## src/sv/nsr_pkg.sv

```systemverilog
// ----------------------------------------------------------------------------
// NMEA sentence receiver package
// Shared constants, event codes and the result record of the receiver.
// ----------------------------------------------------------------------------
package nsr_pkg;

  localparam int DEF_MAX_FIELD_LEN = 64;
  localparam int DEF_MAX_FIELDS    = 32;

  localparam int EVENT_W = 3;
  localparam int BYTE_W  = 8;
  localparam int FIDX_W  = 5;
  localparam int CIDX_W  = 6;

  // event codes
  localparam logic [EVENT_W-1:0] EV_STRAY   = 3'd0;
  localparam logic [EVENT_W-1:0] EV_START   = 3'd1;
  localparam logic [EVENT_W-1:0] EV_CHAR    = 3'd2;
  localparam logic [EVENT_W-1:0] EV_COMMA   = 3'd3;
  localparam logic [EVENT_W-1:0] EV_STAR    = 3'd4;
  localparam logic [EVENT_W-1:0] EV_NO_CSUM = 3'd5;
  localparam logic [EVENT_W-1:0] EV_CSUM_OK = 3'd6;
  localparam logic [EVENT_W-1:0] EV_CSUM_ER = 3'd7;

  // characters
  localparam logic [BYTE_W-1:0] CH_DOLLAR = 8'h24;
  localparam logic [BYTE_W-1:0] CH_STAR   = 8'h2A;
  localparam logic [BYTE_W-1:0] CH_COMMA  = 8'h2C;
  localparam logic [BYTE_W-1:0] CH_CR     = 8'h0D;
  localparam logic [BYTE_W-1:0] CH_LF     = 8'h0A;

  typedef struct packed {
    logic [EVENT_W-1:0] event_res;
    logic [BYTE_W-1:0]  byte_out;
    logic [FIDX_W-1:0]  field_index;
    logic [CIDX_W-1:0]  char_index;
    logic               field_overflow;
    logic [BYTE_W-1:0]  computed_checksum;
  } nsr_result_t;

  // upper-case ASCII hex digit of a nibble
  function automatic logic [BYTE_W-1:0] hex_char(input logic [3:0] nib);
    logic [BYTE_W-1:0] c;
    if (nib < 4'd10) begin
      c = 8'h30 + {4'd0, nib};
    end else begin
      c = 8'h37 + {4'd0, nib};
    end
    return c;
  endfunction

endpackage

```

## src/sv/nsr_parser.sv

```systemverilog
// ----------------------------------------------------------------------------
// NMEA sentence parser
// Sentence state machine, running checksum and field/char counters; builds
// the result for one byte in a single pass.
// ----------------------------------------------------------------------------
module nsr_parser #(
  parameter int MAX_FIELD_LEN = nsr_pkg::DEF_MAX_FIELD_LEN,
  parameter int MAX_FIELDS    = nsr_pkg::DEF_MAX_FIELDS
) (
  input  logic                   clk,
  input  logic                   rst_n,
  input  logic                   fire,
  input  logic [7:0]             byte_in,
  output logic                   has_res,
  output nsr_pkg::nsr_result_t   res
);
  import nsr_pkg::*;

  localparam int FC_W = $clog2(MAX_FIELDS);
  localparam int CC_W = $clog2(MAX_FIELD_LEN + 1);
  localparam int FX_W = (FC_W > FIDX_W) ? FC_W : FIDX_W;
  localparam int CX_W = (CC_W > CIDX_W) ? CC_W : CIDX_W;

  localparam logic [2:0] ST_IDLE   = 3'd0;
  localparam logic [2:0] ST_FIELDS = 3'd1;
  localparam logic [2:0] ST_CS_HI  = 3'd2;
  localparam logic [2:0] ST_CS_LO  = 3'd3;
  localparam logic [2:0] ST_SKIP   = 3'd4;

  logic [2:0]        state_r, state_nxt;
  logic [BYTE_W-1:0] csum_r, csum_nxt;
  logic [FC_W-1:0]   fcnt_r, fcnt_nxt;
  logic [CC_W-1:0]   ccnt_r, ccnt_nxt;
  logic              ovf_r, ovf_nxt;

  logic              eol;
  logic [FX_W-1:0]   fcnt_ext;
  logic [FIDX_W-1:0] fidx_cap;
  logic [CC_W-1:0]   pos;
  logic [CX_W-1:0]   pos_ext;
  logic [CIDX_W-1:0] pos_cap;

  assign eol      = (byte_in == CH_CR) || (byte_in == CH_LF);
  assign fcnt_ext = FX_W'(fcnt_r);
  assign fidx_cap = (fcnt_ext > FX_W'(31)) ? 5'd31 : fcnt_ext[FIDX_W-1:0];
  assign pos      = (ccnt_r >= CC_W'(MAX_FIELD_LEN)) ? CC_W'(MAX_FIELD_LEN - 1) : ccnt_r;
  assign pos_ext  = CX_W'(pos);
  assign pos_cap  = (pos_ext > CX_W'(63)) ? 6'd63 : pos_ext[CIDX_W-1:0];

  always_comb begin
    state_nxt = state_r;
    csum_nxt  = csum_r;
    fcnt_nxt  = fcnt_r;
    ccnt_nxt  = ccnt_r;
    ovf_nxt   = ovf_r;
    has_res   = 1'b1;
    res.event_res         = EV_STRAY;
    res.byte_out          = byte_in;
    res.field_index       = fidx_cap;
    res.char_index        = '0;
    res.field_overflow    = ovf_r;
    res.computed_checksum = csum_r;
    unique case (state_r)
      ST_FIELDS: begin
        if (byte_in == CH_COMMA) begin
          csum_nxt = csum_r ^ byte_in;
          if (fcnt_r == FC_W'(MAX_FIELDS - 1)) begin
            ovf_nxt = 1'b1;
          end else begin
            fcnt_nxt = fcnt_r + 1'b1;
          end
          ccnt_nxt = '0;
          res.event_res         = EV_COMMA;
          res.field_overflow    = ovf_nxt;
          res.computed_checksum = csum_nxt;
        end else if (byte_in == CH_STAR) begin
          state_nxt     = ST_CS_HI;
          res.event_res = EV_STAR;
        end else if (eol) begin
          state_nxt     = ST_IDLE;
          res.event_res = EV_NO_CSUM;
        end else begin
          if (ccnt_r >= CC_W'(MAX_FIELD_LEN)) begin
            ovf_nxt = 1'b1;
          end else begin
            ccnt_nxt = ccnt_r + 1'b1;
          end
          csum_nxt = csum_r ^ byte_in;
          res.event_res         = EV_CHAR;
          res.char_index        = pos_cap;
          res.field_overflow    = ovf_nxt;
          res.computed_checksum = csum_nxt;
        end
      end
      ST_CS_HI: begin
        if (eol) begin
          state_nxt     = ST_IDLE;
          res.event_res = EV_CSUM_ER;
        end else if (byte_in == hex_char(csum_r[7:4])) begin
          // first digit good: wait silently for the second
          state_nxt = ST_CS_LO;
          has_res   = 1'b0;
        end else begin
          state_nxt     = ST_SKIP;
          res.event_res = EV_CSUM_ER;
        end
      end
      ST_CS_LO: begin
        state_nxt     = ST_IDLE;
        res.event_res = (byte_in == hex_char(csum_r[3:0])) ? EV_CSUM_OK : EV_CSUM_ER;
      end
      ST_SKIP: begin
        state_nxt = ST_IDLE;
        has_res   = 1'b0;
      end
      default: begin
        res.field_index       = '0;
        res.field_overflow    = 1'b0;
        res.computed_checksum = '0;
        if (byte_in == CH_DOLLAR) begin
          state_nxt     = ST_FIELDS;
          csum_nxt      = '0;
          fcnt_nxt      = '0;
          ccnt_nxt      = '0;
          ovf_nxt       = 1'b0;
          res.event_res = EV_START;
        end else begin
          state_nxt     = ST_IDLE;
          res.event_res = EV_STRAY;
        end
      end
    endcase
  end

  always_ff @(posedge clk) begin
    if (!rst_n) begin
      state_r <= ST_IDLE;
      csum_r  <= '0;
      fcnt_r  <= '0;
      ccnt_r  <= '0;
      ovf_r   <= 1'b0;
    end else if (fire) begin
      state_r <= state_nxt;
      csum_r  <= csum_nxt;
      fcnt_r  <= fcnt_nxt;
      ccnt_r  <= ccnt_nxt;
      ovf_r   <= ovf_nxt;
    end
  end

endmodule

```

## src/sv/nsr_out_reg.sv

```systemverilog
// ----------------------------------------------------------------------------
// NMEA sentence receiver output register
// Holds one result transaction and tells the input side when it may load.
// ----------------------------------------------------------------------------
module nsr_out_reg (
  input  logic                 clk,
  input  logic                 rst_n,
  input  logic                 load,
  input  nsr_pkg::nsr_result_t res,
  input  logic                 out_stall,
  output logic                 ready,
  output logic                 out_valid,
  output nsr_pkg::nsr_result_t out_res
);
  import nsr_pkg::*;

  logic        valid_r;
  nsr_result_t res_r;

  // free when empty or draining this cycle
  assign ready     = !valid_r || !out_stall;
  assign out_valid = valid_r;
  assign out_res   = res_r;

  always_ff @(posedge clk) begin
    if (!rst_n) begin
      valid_r <= 1'b0;
    end else if (ready) begin
      valid_r <= load;
    end
  end

  always_ff @(posedge clk) begin
    if (ready && load) begin
      res_r <= res;
    end
  end

endmodule

```

## src/sv/nmea_sentence_receiver_unit.sv

```systemverilog
// ----------------------------------------------------------------------------
// NMEA sentence receiver
// Parses an NMEA 0183 byte stream and streams field characters, field ends
// and checksum verdicts as result transactions.
// ----------------------------------------------------------------------------
//   channel  | direction | payload
//   in_      | input     | byte_in
//   out_     | output    | event_res, byte_out, field_index, char_index,
//            |           | field_overflow, computed_checksum
//
// One byte per cycle unless stalled: each byte is parsed in one pass from the
// state registers into the output register, so a result appears in the cycle
// after its byte is taken. Some bytes (good first checksum digit, skipped byte)
// give no result. in_stall rises only while the output register holds a
// result and out_stall is high. Reset is synchronous; the machine starts idle.
module nmea_sentence_receiver_unit #(
  parameter int MAX_FIELD_LEN = nsr_pkg::DEF_MAX_FIELD_LEN,
  parameter int MAX_FIELDS    = nsr_pkg::DEF_MAX_FIELDS
) (
  input  logic                         clk,
  input  logic                         rst_n,
  input  logic                         in_valid,
  output logic                         in_stall,
  input  logic [nsr_pkg::BYTE_W-1:0]   in_byte_in,
  output logic                         out_valid,
  input  logic                         out_stall,
  output logic [nsr_pkg::EVENT_W-1:0]  out_event_res,
  output logic [nsr_pkg::BYTE_W-1:0]   out_byte_out,
  output logic [nsr_pkg::FIDX_W-1:0]   out_field_index,
  output logic [nsr_pkg::CIDX_W-1:0]   out_char_index,
  output logic                         out_field_overflow,
  output logic [nsr_pkg::BYTE_W-1:0]   out_computed_checksum
);
  import nsr_pkg::*;

  logic        ready;
  logic        fire;
  logic        has_res;
  nsr_result_t res;
  nsr_result_t out_res;

  assign in_stall = !ready;
  assign fire     = in_valid && ready;

  nsr_parser #(
    .MAX_FIELD_LEN(MAX_FIELD_LEN),
    .MAX_FIELDS   (MAX_FIELDS)
  ) u_parser (
    .clk    (clk),
    .rst_n  (rst_n),
    .fire   (fire),
    .byte_in(in_byte_in),
    .has_res(has_res),
    .res    (res)
  );

  nsr_out_reg u_out_reg (
    .clk      (clk),
    .rst_n    (rst_n),
    .load     (fire && has_res),
    .res      (res),
    .out_stall(out_stall),
    .ready    (ready),
    .out_valid(out_valid),
    .out_res  (out_res)
  );

  assign out_event_res         = out_res.event_res;
  assign out_byte_out          = out_res.byte_out;
  assign out_field_index       = out_res.field_index;
  assign out_char_index        = out_res.char_index;
  assign out_field_overflow    = out_res.field_overflow;
  assign out_computed_checksum = out_res.computed_checksum;

endmodule
```

## config.mk

```make
export PLATFORM = sky130hd
export DESIGN_NAME = nmea_sentence_receiver_unit
export DESIGN_NICKNAME = d
export VERILOG_FILES = /design/src/sv/nsr_pkg.sv /design/src/sv/nsr_parser.sv /design/src/sv/nsr_out_reg.sv /design/src/sv/nmea_sentence_receiver_unit.sv
export SDC_FILE = /design/constraint.sdc
export NUM_CORES = 1
export LEC_CHECK = 0
export BUFFER_PORTS_ARGS = -buffer_cell sky130_fd_sc_hd__buf_2
export CORE_UTILIZATION = 40
export DETAILED_ROUTE_END_ITERATION = 8
export PLACE_DENSITY = 0.58
export SETUP_SLACK_MARGIN = 0.15
export SYNTH_ARGS = -nofsm -noshare
export SYNTH_HDL_FRONTEND = slang
export SYNTH_SLANG_ARGS = --single-unit
```

## constraint.sdc

```tcl
create_clock -name clk -period 6.9 [get_ports clk]
set_input_delay 0.345 -clock clk [delete_from_list [all_inputs] [get_ports clk]]
set_output_delay 0.345 -clock clk [all_outputs]
set_load 0.02 [all_outputs]
```

==> results of run 1 <==
==> layout make-up <==
| cell class | count | area [sq um] | share of cell area, % |
|---|---|---|---|
| Inverter | 10 | 37.5 | 1.08 |
| Sequential cell | 56 | 1430 | 41.2 |
| Clock inverter | 2 | 13.8 | 0.396 |
| Multi-Input combinational cell | 249 | 1560 | 44.9 |
| Tap cell | 99 | 124 | 3.56 |
| Clock buffer | 6 | 82.6 | 2.38 |
| Timing Repair Buffer | 45 | 228 | 6.55 |
==> worst min-delay path: stages <==
cell       delay, ns
buf_2           0.11
nand3_1         0.06
o2bb2ai_1       0.06
==> layout by cell type, fill, tap and decap left out, drive strengths merged, types with 8 or more instances in the layout <==
master	Yosys	layout
a21oi	18	18
buf	10	45
dfxtp	25	25
edfxtp	31	31
inv	10	11
nand2	34	34
nand3	11	11
nor2	38	38
nor2b	8	8
nor3	8	8
o21a	8	8
o21ai	26	26
==> kinds of logic after synthesis <==
logic type	count (synthesis)	synth area share, %
fa+ha+maj	6	2.39
flops	56	45.6
compound gates	88	18.3
mux	5	1.63
buf+inv	32	4.94
simple gates	140	24.3
xor+xnor	10	2.79
==> layer usage <==
| layer | GRT usage (%) | part of all wire (%) | up-vias | wire length (microns) |
|---|---|---|---|---|
| met2 | 27.5 | 45 | 81 | 3180 |
| met4 | 5.38 | 1.3 | 0 | 93 |
| met1 | 27.0 | 48 | 1211 | 3440 |
| met5 | 0 | 0 | - | 0 |
| met3 | 2.86 | 5.9 | 9 | 423 |
| li1 | - | - | 1272 | - |
==> where the power goes <==
part	leakage, nW	internal (mW)	switching [mW]	total [mW]
combinational	0.723	0.0329	0.0704	0.103
sequential	0.511	0.368	0.00786	0.376
clock	0.0516	0.0825	0.111	0.194
==> through the flow <==
step | setup WS (ns) | util [%]
final | 4.22 | 46.9
after global routing | 4.02 | 46.9
after CTS | 4.21 | 46.9
after detailed placement | 4.24 | 45.6
after global placement | 4.27 | 45.6
after floorplan | 2.63 | -
==> state kept, by name (all words and copies together) (netlist names) <==
signal               cells
u_parser.ccnt_r          7
u_parser.ovf_r           1
u_parser.state_r         3
u_out_reg.out_valid      1
u_out_reg.out_res       31
u_parser.fcnt_ext        5
u_parser.csum_r          8
==> worst min-delay path by stage <==
| stage | to | depth (start not counted) |
|---|---|---|
| after detailed placement | u_parser.fcnt_ext[3]$_SDFFE_PN0P_ | 2 |
| after global placement | u_parser.fcnt_ext[3]$_SDFFE_PN0P_ | 2 |
| final | u_out_reg.out_valid$_SDFFE_PN0N_ | 3 |
| after CTS | u_out_reg.out_valid$_SDFFE_PN0N_ | 3 |
| after floorplan | u_parser.fcnt_ext[3]$_SDFFE_PN0P_ | 2 |
| after global routing | u_out_reg.out_valid$_SDFFE_PN0N_ | 3 |
==> flow_summary.json, run 1 <==
{
  "fin_worst_skew_ns": 0.00510,
  "synth_top_cell_by_area": "edfxtp_1",
  "drcViolationCount": 0,
  "numCtsBuffers": 5,
  "rsz0062_at_grt": "false",
  "arrival_ns": 2.71,
  "drtIter0Drc": 154,
  "crit_chain": "inv_1 -> ha_1 -> a21bo_2 -> and3_1 -> a2111oi_1 -> nand4_1 -> and2b_2 -> nor3b_2 -> buf_4",
  "maxSlewHeadroom_pct": 37.0,
  "fillCellCount": 721,
  "crit_fanout": 31,
  "status": "finished, final reports clean",
  "max_cap_violations": 0,
  "start_util_pct": 42.4,
  "synth_seq_area_share_pct": 45.6,
  "tritoncts": "yes",
  "ys_async_sr_fraction_pct": 0,
  "cpLargestDelayFamily": "simple AND/OR/NAND/NOR gates",
  "rows": 31,
  "grt_pass1_vias": 2319,
  "h-tree-depth": 2,
  "r2r-end": "u_out_reg.out_res[1]$_DFFE_PP_",
  "core_sq_um": 7410,
  "cts.sinks": 56,
  "cts_setup_buffers": 0,
  "die_w_microns": 90.6,
  "total_power_mw": 0.673,
  "overflow": 0,
  "finalSetupViolCount": 0,
  "ys_seq_elements": 56,
  "report.final.slew_viol_count": 0,
  "io_buffers": 44,
  "start_kind": "flip-flop",
  "fin_crit_sh_pct": 38.8,
  "synth_ff_type": "edfxtp_1",
  "vias": 2573,
  "yosysWarnings": 0,
  "required_ns": 6.93,
  "rr_startpoint": "u_parser.csum_r[5]$_SDFFE_PN0P_",
  "min_from": "in_valid",
  "die_h_microns": 90.6,
  "drtPass1Iterations": 5,
  "syn_inst": 337,
  "antenna_found_initial": 0,
  "critical_path_class": "flip-flop to flip-flop",
  "postLayoutCellArea_sq_um": 3480,
  "syn2layout_area_growth_pct": 10.7,
  "tightest_slew_ns": 0.941,
  "endpoint_kind": "flip-flop",
  "dp_cells": 459,
  "hold_slack_ns": 0.293,
  "drt-total-wl_microns": 7140,
  "fin_crit_ns": 2.68,
  "root_buffer": "clkbuf_8",
  "setup_tns_ns": 0,
  "synth.most_common_cell": "nor2_1",
  "wl_per_cell_microns": 15.3,
  "antenna_cells": 0,
  "netlist_top_cells_area": "edfxtp_1 (30%), dfxtp_1 (16%), nor2_1 (4.3%)",
  "syn-cell-area_sq_um": 3140,
  "place_area_sq_um": 3380,
  "p_leak_nw": 1.29,
  "track_usage_pct": 18.3,
  "synth.distinct_cells": 66,
  "max_stage_delay_ns": 0.51,
  "clkLatencyLatePin_ns": 0.31,
  "r2r_slack_ns": 4.22,
  "hold_violations": 0,
  "hold_class": "primary input to flip-flop",
  "grt_pass1_wl_microns": 11900,
  "cts-resized-gates": 0,
  "ctsHoldBuffers": 0,
  "cts.reportedPaths.clkPinSlew_ns": 0.10,
  "critPathLaunch": "u_parser.csum_r[5]$_SDFFE_PN0P_",
  "worstRegToRegCells": 9,
  "io_pins": 45,
  "gp_congestion": 0.847,
  "synth_common_cells": "nor2_1 (36), nand2_1 (33), edfxtp_1 (31)",
  "netlist.area_leader.share_pct": 29.6,
  "drive_above_1_share_pct": 19.3,
  "peakVddDrop_mv": 0.0882,
  "layout.cells.non_filler": 467,
  "syn_avg_cell_area_sq_um": 9.32,
  "crit_end": "u_out_reg.out_res[1]$_DFFE_PP_",
  "drtAntennaViolNets": 0,
  "slowest_stage": "dfxtp_1",
  "nNetsFinal": 385,
  "fmax_mhz": 374,
  "worst-path-stages": 9,
  "critPathBufInv": 2,
  "vias_per_cell": 5.51,
  "power.density_nw_per_um2": 194,
  "synth_nets": 355,
  "clk_path_buf_depth": 2,
  "grt_max_degree": 32,
  "place_hpwl_microns": 4970,
  "synth_edf_count": 31,
  "design.die.area_sq_um": 8210
}
No activity file was read; power rests on OpenSTA's default activity.
==> run 2, diff against run 1 <==
- ABC_AREA: not set -> 1
- PLACE_DENSITY: 0.58 -> 0.61
- clock period: 6.9 -> 2.2 ns (I/O delays scaled with it)
==> run 2 against run 1 <==
Clock-buffer cell count unchanged. Sequential power increased to 3.2 times the previous value. Hold slack got worse by 0.25 ns. Non-clock buffer count increased by 8. Cell area increased by 1.8%. Final cell count increased by 15%. Routed wire length increased by 3.9%. Sequential share of layout area decreased by 0.64 points. Critical path type unchanged. Highest routed layer unchanged. Die area decreased by 2.4%. Total power increased to 3.2 times the previous value.
==> flow_summary.json, run 2 <==
{
  "crit_fanout": 22,
  "syn_inst": 386,
  "synth_edf_count": 31,
  "r2r_slack_ns": 0.30,
  "regArea_sq_um": 1440,
  "cts_setup_buffers": 0,
  "track_usage_pct": 19.6,
  "synth_seq_area_share_pct": 46.7,
  "cpMostUsedCell": "nand2_1",
  "root_buffer": "clkbuf_8",
  "drtPass1Iterations": 5,
  "worstRegToRegCells": 11,
  "hold_class": "primary input to flip-flop",
  "antenna_cells": 0,
  "final_cell_mix": "nand2_1 (75), inv_1 (56), nor2_1 (51)",
  "peakVddDrop_mv": 0.218,
  "grt_max_degree": 23,
  "crit_chain": "inv_2 -> ha_1 -> nand2_1 -> nand2_1 -> nand2_1 -> nand2_1 -> nor2_2 -> nand3_2 -> nand2_2 -> clkinvlp_4 -> buf_6",
  "critPathBufInv": 3,
  "start_kind": "flip-flop",
  "drt-total-wl_microns": 7420,
  "fillCellCount": 719,
  "drcViolationCount": 0,
  "netlist_top_cells_area": "edfxtp_1 (30%), dfxtp_1 (16%), nand2_1 (9.3%)",
  "status": "finished, final reports clean",
  "design.die.area_sq_um": 8010,
  "arrival_ns": 1.96,
  "start_util_pct": 41.8,
  "power.density_nw_per_um2": 609,
  "cts.reportedPaths.clkPinSlew_ns": 0.10,
  "synth_ff_type": "edfxtp_1",
  "report.final.slew_viol_count": 0,
  "setup_tns_ns": 0,
  "finalSetupViolCount": 0,
  "fin_crit_ns": 1.90,
  "min_to": "u_out_reg.out_res[26]$_DFFE_PP_",
  "synth.distinct_cells": 34,
  "nNetsFinal": 456,
  "min_from": "in_byte_in[6]",
  "core_sq_um": 7330,
  "drtAntennaViolNets": 0,
  "clkLatencyLatePin_ns": 0.31,
  "multiInputGateArea_sq_um": 1350,
  "syn2layout_area_growth_pct": 15.6,
  "yosysWarnings": 0,
  "syn_avg_cell_area_sq_um": 7.94,
  "grt_pass1_wl_microns": 11700,
  "postLayoutCoreUtil_pct": 48.3,
  "tritoncts": "yes",
  "slowest_stage": "dfxtp_1",
  "max_cap_violations": 0,
  "whs_path_depth": 1,
  "final_common_cell": "nand2_1",
  "numCtsBuffers": 5,
  "maxSlewHeadroom_pct": 53.6,
  "hold_violations": 0,
  "cpLargestDelayFamily": "simple AND/OR/NAND/NOR gates",
  "antenna_found_initial": 0,
  "drive_above_1_share_pct": 22.1,
  "drtIter0Drc": 282,
  "p_leak_nw": 1.58,
  "ys_seq_elements": 56,
  "endpoint_kind": "flip-flop",
  "clk_path_buf_depth": 2,
  "h-tree-depth": 2,
  "syn-cell-area_sq_um": 3060,
  "max_stage_delay_ns": 0.38,
  "r2r-end": "u_out_reg.out_res[1]$_DFFE_PP_",
  "wl_per_cell_microns": 13.8,
  "synth_common_cells": "nand2_1 (76), inv_1 (58), nor2_1 (52)",
  "largest_reg_flops": 31,
  "rsz0062_at_grt": "false",
  "vias": 2741,
  "vias_per_cell": 5.09,
  "io_buffers": 44,
  "cts.sinks": 56,
  "die_h_microns": 89.5,
  "setup_slack_ns": 0.297,
  "overflow": 0,
  "ys_async_sr_fraction_pct": 0,
  "pre_cts_slack_ns": 0.162,
  "rows": 31,
  "die_w_microns": 89.5,
  "synth.most_common_cell": "nand2_1",
  "synth_top_cell_by_area": "edfxtp_1",
  "fmax_mhz": 525,
  "netlist.area_leader.share_pct": 30.4,
  "synth_nets": 404,
  "grt_pass1_vias": 2353,
  "required_ns": 2.26,
  "gp_congestion": 0.874,
  "io_pins": 45,
  "rr_startpoint": "u_parser.csum_r[5]$_SDFFE_PN0P_",
  "tightest_slew_ns": 0.696,
  "fin_worst_skew_ns": 0.00911,
  "place_hpwl_microns": 5370,
  "critical_path_class": "flip-flop to flip-flop",
  "fin_crit_sh_pct": 86.5
}
==> run 2: cell count changes after synthesis, sizes merged, moves of 4 or more <==
cell | before | now
a21boi | 5 | 0
a21oi | 18 | 31
and2 | 5 | 0
buf | 10 | 6
clkbuf | 12 | 2
inv | 10 | 63
mux2i | 4 | 0
nand2 | 34 | 83
nand2b | 4 | 0
nand3 | 11 | 31
nor2 | 38 | 55
nor2b | 8 | 0
nor3b | 5 | 0
o21a | 8 | 0
==> run 2: per-stage QoR <==
| stage | instances | total power [mW] | area [sq um] | hold slack (ns) |
|---|---|---|---|---|
| after floorplan | 386 | 1.45 | 3070 | 0.209 |
| after global placement | 530 | 1.57 | 3430 | 0.363 |
| final | 538 | 2.16 | 3540 | 0.0405 |
| after global routing | 538 | 2.26 | 3540 | 0.0359 |
| after CTS | 538 | 2.17 | 3530 | 0.0365 |
| after detailed placement | 530 | 1.57 | 3430 | 0.354 |
==> run 2: repair_timing <==
action	CTS	global route
hold buffers	0	0
setup endpoints to repair	12	31
resized for setup	1	5
pin swaps	0	0
==> run 2: worst max path at each step <==
stage / to / cells past startpoint / from / slack [ns]
after floorplan: u_out_reg.out_res[0]$_DFFE_PP_ / 11 / u_parser.csum_r[5]$_SDFFE_PN0P_ / 0.15
after global placement: u_out_reg.out_res[13]$_SDFFCE_PP0P_ / 12 / u_parser.csum_r[5]$_SDFFE_PN0P_ / 0.24
after detailed placement: u_out_reg.out_res[21]$_DFFE_PP_ / 12 / u_parser.csum_r[5]$_SDFFE_PN0P_ / 0.16
after CTS: u_out_reg.out_res[21]$_DFFE_PP_ / 10 / u_parser.csum_r[7]$_SDFFE_PN0P_ / 0.18
after global routing: u_out_reg.out_res[23]$_DFFE_PP_ / 12 / u_parser.csum_r[5]$_SDFFE_PN0P_ / 0.17
final: u_out_reg.out_res[1]$_DFFE_PP_ / 11 / u_parser.csum_r[5]$_SDFFE_PN0P_ / 0.30
==> run 2: logic make-up (layout without fill, tap and decap cells) <==
| kind of cell | after synthesis | after routing | share of synthesized area, % |
|---|---|---|---|
| AOI/OAI and AO/OA | 62 | 62 | 11.8 |
| xor gates and xnor gates | 8 | 8 | 2.29 |
| DFF | 56 | 56 | 46.7 |
| and+or+nand+nor | 183 | 183 | 27.2 |
| buffers and inverters | 71 | 124 | 9.52 |
| adders and majority gates | 6 | 6 | 2.45 |
==> run 2: final cells by class <==
cell class,count,area share [%]
flip-flops and latches,56,40.5
multi-input cells,259,38.1
repair buffers,53,8.24
inverters,63,6.86
well taps,99,3.50
clock buffers,6,2.33
clock inverters,2,0.389
==> run 2: metal layers <==
layer	GRT usage [%]	part of all wire (%)	vias to the layer above
met4	5.05	1.6	0
met3	3.88	6.3	10
met1	28.9	49	1266
li1	-	-	1368
met2	29.3	43	97
met5	0	0	-
==> run 2: report_power, final <==
group / switching (mW) / internal [mW]
Combinational: 0.256 / 0.114
Clock: 0.341 / 0.258
Sequential: 0.0235 / 1.16
